$ cat config.mk
export PLATFORM = sky130hd
export DESIGN_NAME = glyph_bitmap_row_blit
export DESIGN_NICKNAME = d
export VERILOG_FILES = /design/src/hw/rtl/gbrb_pkg.sv /design/src/hw/rtl/glyph_bitmap_row_blit.sv /design/src/hw/rtl/gbrb_lane.sv /design/src/hw/rtl/gbrb_merge.sv
export SDC_FILE = /design/constraint.sdc
export NUM_CORES = 2
export LEC_CHECK = 0
export BUFFER_PORTS_ARGS = -buffer_cell sky130_fd_sc_hd__buf_2
export CAP_MARGIN = 30
export CORE_MARGIN = 4
export CORE_UTILIZATION = 60
export CTS_CLUSTER_DIAMETER = 30
export CTS_CLUSTER_SIZE = 24
export DETAILED_ROUTE_END_ITERATION = 7
export HOLD_SLACK_MARGIN = 0.15
export PLACE_DENSITY = 0.77
export SKIP_CTS_REPAIR_TIMING = 1
export SLEW_MARGIN = 20
export SYNTH_ARGS = -nofsm -noshare
export SYNTH_HDL_FRONTEND = slang
export SYNTH_HIERARCHICAL = 1
export SYNTH_SLANG_ARGS = --single-unit
export TNS_END_PERCENT = 10
$ cat constraint.sdc
create_clock -name clk -period 14.96 [get_ports clk]
set_input_delay 2.992 -clock clk [delete_from_list [all_inputs] [get_ports clk]]
set_output_delay 2.992 -clock clk [all_outputs]
set_load 0.02 [all_outputs]
$ cat src/hw/rtl/gbrb_pkg.sv
// Shared types, register indexes and colour expansion for the glyph row blit.
// No dependencies; used by glyph_bitmap_row_blit and gbrb_merge.
package gbrb_pkg;

    // Number of glyph columns carried by one input word, one lane each.
    localparam int LANES        = 32;
    localparam int GLYPH_HEIGHT = 32;

    // Configuration register indexes.
    localparam logic [2:0] CFG_FRAME_WIDTH = 3'd0;
    localparam logic [2:0] CFG_BAND_TOP    = 3'd1;
    localparam logic [2:0] CFG_BAND_BOTTOM = 3'd2;
    localparam logic [2:0] CFG_WIDE_PIXELS = 3'd3;
    localparam logic [2:0] CFG_FILL_COLOUR = 3'd4;

    localparam logic [12:0] FRAME_WIDTH_RESET = 13'd320;

    // Reciprocal multipliers: x*255/31 == (x*255*RED_RECIP) >> 18 for 5-bit x,
    // and x*255/63 == (x*255*GREEN_RECIP) >> 20 for 6-bit x.
    localparam logic [31:0] RED_RECIP   = 32'd8457;
    localparam logic [31:0] GREEN_RECIP = 32'd16645;

    // Word handed from the row set-up stage to the write sequencer.
    typedef struct packed {
        logic               valid;
        logic [LANES-1:0]   mask;
        logic [23:0]        base;
        logic signed [15:0] left;
        logic [23:0]        value;
    } gbrb_load_t;

    // Expand RGB565 to 8:8:8: red (low five bits) lands in the top byte.
    function automatic logic [23:0] expand_colour(input logic [15:0] c);
        logic [31:0] r_prod;
        logic [31:0] g_prod;
        logic [31:0] b_prod;
        r_prod = (32'(c[4:0]) * 32'd255) * RED_RECIP;
        g_prod = (32'(c[10:5]) * 32'd255) * GREEN_RECIP;
        b_prod = (32'(c[15:11]) * 32'd255) * RED_RECIP;
        return {r_prod[25:18], g_prod[27:20], b_prod[25:18]};
    endfunction

endpackage

$ cat src/hw/rtl/glyph_bitmap_row_blit.sv
// Channel  | handshake             | word
// input    | in_valid / in_ready   | glyph_left, glyph_top, advance_width, glyph_row, row_bits
// output   | out_valid / out_ready | pixel_offset, pixel_value, last_in_row
// config   | cfg_write             | cfg_index, cfg_data
//
// A glyph row passes through capture and lane set-up, then its pixel writes go
// out in turn; the single output register limits writes to one per cycle while
// the output is not stalled. Reset is asynchronous, active low, and restores the
// register defaults. A stalled output holds its word; the next row is taken as
// soon as the previous row's last word sits in the output register.
// Depends on gbrb_pkg, gbrb_lane and gbrb_merge.
module glyph_bitmap_row_blit (
    input  logic               clk,
    input  logic               rst_n,
    input  logic               cfg_write,
    input  logic [2:0]         cfg_index,
    input  logic [15:0]        cfg_data,
    input  logic               in_valid,
    output logic               in_ready,
    input  logic signed [15:0] glyph_left,
    input  logic signed [15:0] glyph_top,
    input  logic [5:0]         advance_width,
    input  logic [4:0]         glyph_row,
    input  logic [31:0]        row_bits,
    output logic               out_valid,
    input  logic               out_ready,
    output logic [23:0]        pixel_offset,
    output logic [23:0]        pixel_value,
    output logic               last_in_row
);
    import gbrb_pkg::*;

    logic [12:0]        frame_width_reg;
    logic [11:0]        band_top_reg;
    logic [12:0]        band_bottom_reg;
    logic               wide_pixels_reg;
    logic [15:0]        fill_colour_reg;

    logic               calc_reg;
    logic               calc_next;
    logic signed [15:0] left_reg;
    logic [5:0]         adv_reg;
    logic [31:0]        bits_reg;
    logic [15:0]        diff_reg;
    logic               row_ok_reg;

    logic signed [16:0] row;
    logic signed [16:0] diff;
    logic               row_ok;
    logic               accept;
    logic               merge_busy;
    logic [LANES-1:0]   hits;
    logic [28:0]        product;
    gbrb_load_t         load;

    // Configuration registers.
    always_ff @(posedge clk or negedge rst_n)
    begin
        if (!rst_n)
        begin
            frame_width_reg <= FRAME_WIDTH_RESET;
            band_top_reg    <= '0;
            band_bottom_reg <= '0;
            wide_pixels_reg <= 1'b0;
            fill_colour_reg <= '0;
        end
        else if (cfg_write)
        begin
            unique case (cfg_index)
                CFG_FRAME_WIDTH: frame_width_reg <= cfg_data[12:0];
                CFG_BAND_TOP:    band_top_reg    <= cfg_data[11:0];
                CFG_BAND_BOTTOM: band_bottom_reg <= cfg_data[12:0];
                CFG_WIDE_PIXELS: wide_pixels_reg <= cfg_data[0];
                CFG_FILL_COLOUR: fill_colour_reg <= cfg_data;
                default:         ;
            endcase
        end
    end

    // Vertical clip on capture: screen row, its band offset and the band test.
    assign row    = 17'(glyph_top) + $signed({12'd0, glyph_row});
    assign diff   = row - $signed({5'd0, band_top_reg});
    assign row_ok = ({2'd0, glyph_row} < 7'(GLYPH_HEIGHT))
        && !diff[16]
        && (row < $signed({4'd0, band_bottom_reg}));

    assign in_ready = !calc_reg && !merge_busy;
    assign accept   = in_valid && in_ready;
    assign calc_next = accept;

    always_ff @(posedge clk or negedge rst_n)
    begin
        if (!rst_n)
        begin
            calc_reg <= 1'b0;
        end
        else
        begin
            calc_reg <= calc_next;
        end
    end

    // Captured input word.
    always_ff @(posedge clk)
    begin
        if (accept)
        begin
            left_reg   <= glyph_left;
            adv_reg    <= advance_width;
            bits_reg   <= row_bits;
            diff_reg   <= diff[15:0];
            row_ok_reg <= row_ok;
        end
    end

    // One lane per glyph column; byte 0 holds columns 0..7, MSB leftmost.
    for (genvar g = 0; g < LANES; g++)
    begin : g_lane
        gbrb_lane u_lane (
            .column        (5'(g)),
            .glyph_left    (left_reg),
            .advance_width (adv_reg),
            .frame_width   (frame_width_reg),
            .dot           (bits_reg[8 * (g / 8) + 7 - (g % 8)]),
            .hit           (hits[g])
        );
    end

    // Row base offset in the band buffer and the merged lane results.
    assign product    = 29'(diff_reg) * 29'(frame_width_reg);
    assign load.valid = calc_reg;
    assign load.mask  = row_ok_reg ? hits : '0;
    assign load.base  = product[23:0];
    assign load.left  = left_reg;
    assign load.value = wide_pixels_reg ? expand_colour(fill_colour_reg)
                                        : {8'd0, fill_colour_reg};

    gbrb_merge u_merge (
        .clk          (clk),
        .rst_n        (rst_n),
        .load         (load),
        .busy         (merge_busy),
        .out_valid    (out_valid),
        .out_ready    (out_ready),
        .pixel_offset (pixel_offset),
        .pixel_value  (pixel_value),
        .last_in_row  (last_in_row)
    );

endmodule

$ cat src/hw/rtl/gbrb_lane.sv
// One column lane: decides whether its glyph column produces a pixel write.
// Depends on nothing but its ports.
module gbrb_lane (
    input  logic [4:0]         column,
    input  logic signed [15:0] glyph_left,
    input  logic [5:0]         advance_width,
    input  logic [12:0]        frame_width,
    input  logic               dot,
    output logic               hit
);

    logic signed [16:0] screen_col;

    // Screen column of this lane, then the left, right and advance clips.
    assign screen_col = 17'(glyph_left) + $signed({12'd0, column});
    assign hit = dot
        && ({1'b0, column} < advance_width)
        && !screen_col[16]
        && (screen_col[15:0] < {3'd0, frame_width});

endmodule

$ cat src/hw/rtl/gbrb_merge.sv
// Write sequencer: walks the merged lane hits left to right, one word a cycle while the output is not stalled.
// Depends on gbrb_pkg for the load word type.
module gbrb_merge (
    input  logic                clk,
    input  logic                rst_n,
    input  gbrb_pkg::gbrb_load_t load,
    output logic                busy,
    output logic                out_valid,
    input  logic                out_ready,
    output logic [23:0]         pixel_offset,
    output logic [23:0]         pixel_value,
    output logic                last_in_row
);
    import gbrb_pkg::*;

    logic [LANES-1:0]   mask_reg;
    logic [LANES-1:0]   mask_next;
    logic [23:0]        base_reg;
    logic signed [15:0] left_reg;
    logic [23:0]        value_reg;
    logic               out_valid_reg;
    logic               out_valid_next;
    logic [23:0]        offset_reg;
    logic [23:0]        pvalue_reg;
    logic               last_reg;
    logic [4:0]         pick;
    logic [LANES-1:0]   rest;
    logic signed [16:0] col;
    logic               emit;

    // Lowest pending column goes out first.
    always_comb
    begin
        pick = '0;
        for (int i = LANES - 1; i >= 0; i--)
        begin
            if (mask_reg[i])
            begin
                pick = 5'(i);
            end
        end
    end

    assign rest = mask_reg & (mask_reg - LANES'(1));
    assign col  = 17'(left_reg) + $signed({12'd0, pick});
    assign emit = (|mask_reg) && (!out_valid_reg || out_ready);

    // Next pending set and output slot occupancy.
    always_comb
    begin
        mask_next = mask_reg;
        if (load.valid)
        begin
            mask_next = load.mask;
        end
        else if (emit)
        begin
            mask_next = rest;
        end
        out_valid_next = out_valid_reg;
        if (emit)
        begin
            out_valid_next = 1'b1;
        end
        else if (out_ready)
        begin
            out_valid_next = 1'b0;
        end
    end

    // Control registers.
    always_ff @(posedge clk or negedge rst_n)
    begin
        if (!rst_n)
        begin
            mask_reg      <= '0;
            out_valid_reg <= 1'b0;
        end
        else
        begin
            mask_reg      <= mask_next;
            out_valid_reg <= out_valid_next;
        end
    end

    // Row context and output word payload.
    always_ff @(posedge clk)
    begin
        if (load.valid)
        begin
            base_reg  <= load.base;
            left_reg  <= load.left;
            value_reg <= load.value;
        end
        if (emit)
        begin
            offset_reg <= base_reg + 24'(col[12:0]);
            pvalue_reg <= value_reg;
            last_reg   <= (rest == '0);
        end
    end

    assign busy         = |mask_reg;
    assign out_valid    = out_valid_reg;
    assign pixel_offset = offset_reg;
    assign pixel_value  = pvalue_reg;
    assign last_in_row  = last_reg;

endmodule

==> flow_summary.rst <==
.. list-table::
   :header-rows: 1

   * - Metric
     - Value
   * - Final critical-path setup slack
     - approximately 6200 ps
   * - Leading cell type in the layout, fill and taps excluded
     - sky130_fd_sc_hd__ha_1
   * - Pin count of the biggest net entering global routing
     - 75
   * - Crit start category
     - register
   * - Post-synthesis instance area
     - 51100 um2
   * - DRC marker count from the first detailed-route iteration
     - 2696
   * - Post-Syn Instances
     - a little under 6k
   * - Violations in the final reports
     - design-rule violations
   * - Unique cell type count in the Yosys netlist
     - 95
   * - Total clock sinks
     - 270
   * - Antenna violations before repair
     - 6
   * - DRC violations left
     - 1
   * - Longest individual stage delay on the worst path
     - roughly 600 ps
   * - Relative slew slack
     - around a third
   * - Post-Place Worst Slack
     - around 6300 ps
   * - Peak fanout along the critical path
     - 5
   * - Max stage delay cell, worst path
     - sky130_fd_sc_hd__fa_1
   * - Placeable Area
     - ~84000 um2
   * - Worst r2r path cells
     - 31
   * - Row count
     - 106
   * - Global placement routability congestion
     - around 0.93
   * - Highest attainable clock frequency
     - 0.114 GHz
   * - Detailed Routing Iterations Pass 1
     - 7
   * - Synth Register Bits
     - 270
   * - Worst R2R End
     - u_merge/value_reg[15]
   * - Critical setup path kind
     - reg -> reg
   * - Per-cell via count in the routed design
     - 5.69
   * - TritonCTS Buffers
     - between 70 and 80
   * - Highest-count cells in the layout ignoring fill and taps
     - sky130_fd_sc_hd__ha_1 (1025), sky130_fd_sc_hd__inv_1 (1004), sky130_fd_sc_hd__xnor2_1 (380)
   * - Fill cells
     - 6677
   * - Overall global routing resource usage
     - about 30%
   * - Final TNS setup
     - 0 ps
   * - Post-synthesis sequential area ratio
     - 15.0%
   * - Post-synth EDFFs
     - 181
   * - Number of global-route vias before repair
     - roughly 44k
   * - I/O Pins
     - 150
   * - Number of endpoints with negative hold slack in the final report
     - 0
   * - Final Routed Wirelength
     - approximately 130000 um
   * - Syn-to-layout area delta
     - 12.2%
   * - Cell repeated most along the worst path
     - sky130_fd_sc_hd__ha_1
   * - Net count, final
     - about 8k
   * - Number of buffers on the longest clock path
     - 3
   * - Final clock skew
     - roughly 27 ps
   * - Endpoint class of the critical path
     - register
   * - Final Cycle Share
     - approximately 60%
   * - Minimum period implied by the final worst setup slack
     - just under 9000 ps
   * - Status
     - finished with violations
   * - Critical Path AT
     - a little over 9000 ps
   * - Initial standard-cell utilization of the core
     - just over 60%
   * - Root buf cell
     - sky130_fd_sc_hd__clkbuf_16
   * - Total die area
     - between 80000 and 90000 um2
   * - Die X
     - 300 um
   * - HP Start
     - u_merge/value_reg[5]
   * - Synth warn
     - 6
   * - Ys async rst share
     - between 30 and 40%
   * - Hold-critical path endpoint
     - u_merge/pixel_value[5]
   * - Ys flop type
     - sky130_fd_sc_hd__edfxtp_1
   * - Vertical extent of the die
     - about 300 um
   * - Final max-slew violation count
     - 0
   * - Min-delay worst type
     - reg -> reg
   * - RSZ-0062 raised after global routing
     - no
   * - First-pass GRT wire length
     - about 220000 um
   * - Port buffer count
     - 149
   * - Drt wl/cell
     - ~18 um
   * - Proportion of layout cells with a drive suffix above 1
     - about a tenth
   * - Via total after detailed routing
     - 43.6k
   * - Overflow left after global routing
     - 0
   * - # H-tree levels
     - 3
   * - # setup viols final
     - 0
   * - R2R setup slack
     - 6200 ps
   * - Tightest Pin Transition
     - about 1000 ps
   * - Reg clk slew, reported paths
     - approximately 40 ps
   * - Clock latency at the later pin of the worst-skew pair
     - 640 ps
   * - Syn Area/Cell
     - approximately 8.7 um2
   * - Worst hold path cell count
     - 0
   * - Data required, critical path
     - 15320 ps
   * - Post-DP HPWL
     - 94700 um
   * - Source of the worst register-to-register timing path
     - fill_colour_reg[5]
   * - Clock tree from TritonCTS
     - done
   * - Number of violations of the max-capacitance limit
     - 0
   * - DRT antenna net count
     - 0
## how the worst max path moves through the flow
stage | start | to | slack, ps
5_1_grt | fill_colour_reg[5] | u_merge/value_reg[15] | 5840
3_5_place_dp | fill_colour_reg[5] | u_merge/value_reg[15] | 6280
3_3_place_gp | fill_colour_reg[5] | u_merge/value_reg[15] | 6450
4_1_cts | fill_colour_reg[5] | u_merge/value_reg[15] | 6210
2_1_floorplan | fill_colour_reg[8] | u_merge/value_reg[9] | 7100
6_report | fill_colour_reg[5] | u_merge/value_reg[15] | 6200
## worst max-delay path: cells and delay by family (launching register included)
| family | cells | cell delay (ps) |
|---|---|---|
| flops | 1 | 530 |
| mux | 1 | 280 |
| xor+xnor | 3 | 530 |
| simple gates | 6 | 1230 |
| compound gates | 6 | 1480 |
| buf+inv | 5 | 490 |
| fa+ha+maj | 10 | 3920 |
## per-layer routing
metal	share of wire, %	track usage [%]	vias to the layer above
li1	-	-	21000
met1	42	37.6	20800
met2	48	52.0	1356
met3	6.1	3.47	377
met4	4.5	13.2	0
met5	0	0	-
## synth_stat cells, types with 28 or more instances
cell / number / area (um2)
sky130_fd_sc_hd__clkbuf_1: 58 / 218
sky130_fd_sc_hd__ha_1: 1025 / 12800
sky130_fd_sc_hd__inv_1: 1004 / 3770
sky130_fd_sc_hd__nand3b_1: 30 / 225
sky130_fd_sc_hd__o311ai_0: 28 / 245
sky130_fd_sc_hd__edfxtp_1: 181 / 5440
sky130_fd_sc_hd__a211o_1: 31 / 272
sky130_fd_sc_hd__nand4_1: 50 / 313
sky130_fd_sc_hd__a21oi_1: 354 / 1770
sky130_fd_sc_hd__nand2b_1: 66 / 413
sky130_fd_sc_hd__nand3_1: 367 / 1840
sky130_fd_sc_hd__a211oi_2: 32 / 400
sky130_fd_sc_hd__a21boi_0: 30 / 225
sky130_fd_sc_hd__nor2_1: 174 / 653
sky130_fd_sc_hd__xnor2_1: 380 / 3330
sky130_fd_sc_hd__o21ai_0: 199 / 996
sky130_fd_sc_hd__o21a_1: 47 / 353
sky130_fd_sc_hd__or3_4: 29 / 327
sky130_fd_sc_hd__and2_1: 147 / 920
sky130_fd_sc_hd__dfrtp_1: 87 / 2180
sky130_fd_sc_hd__o21ai_1: 35 / 175
sky130_fd_sc_hd__or3_1: 36 / 225
sky130_fd_sc_hd__nand2_1: 340 / 1280
sky130_fd_sc_hd__a21oi_2: 33 / 289
sky130_fd_sc_hd__a211oi_1: 31 / 233
sky130_fd_sc_hd__a22oi_1: 30 / 225
sky130_fd_sc_hd__and3_1: 130 / 813
sky130_fd_sc_hd__a21o_1: 59 / 443
sky130_fd_sc_hd__fa_1: 243 / 4860
sky130_fd_sc_hd__xor2_1: 135 / 1180
sky130_fd_sc_hd__nor2b_1: 108 / 676
## cell families after synthesis
group | after synthesis | synth area share, %
compound gates | 1080 | 14.6
xor+xnor | 516 | 8.87
fa+ha+maj | 1271 | 34.7
buf+inv | 1071 | 7.90
flops | 270 | 15.0
mux | 33 | 0.708
other cells | 2 | 0.0147
simple gates | 1647 | 18.2
## area by class of cell
type	count	area [um2]	area share, %
Antenna cell	4	10.0	0.0175
Clock buffer	88	1970	3.43
Clock inverter	47	532	0.928
Inverter	1007	3780	6.60
Multi-Input combinational cell	4899	40700	71.1
Sequential cell	270	7680	13.4
Tap cell	1134	1420	2.48
Timing Repair Buffer	203	1190	2.07
## stage by stage
| step | instance area, um2 | hold WS, ps | std cells | utilization (%) |
|---|---|---|---|---|
| after floorplan | 52400 | 400 | 6240 | - |
| after global placement | 54700 | 403 | 7510 | 65.2 |
| after detailed placement | 54800 | 405 | 7512 | 65.2 |
| after CTS | 57300 | 402 | 7647 | 68.2 |
| after global routing | 57300 | 410 | 7652 | 68.2 |
| final | 57300 | 397 | 7652 | 68.2 |
Power is not shown: default switching activity piles up to over one toggle a cycle in this logic, so the estimate is an artifact.
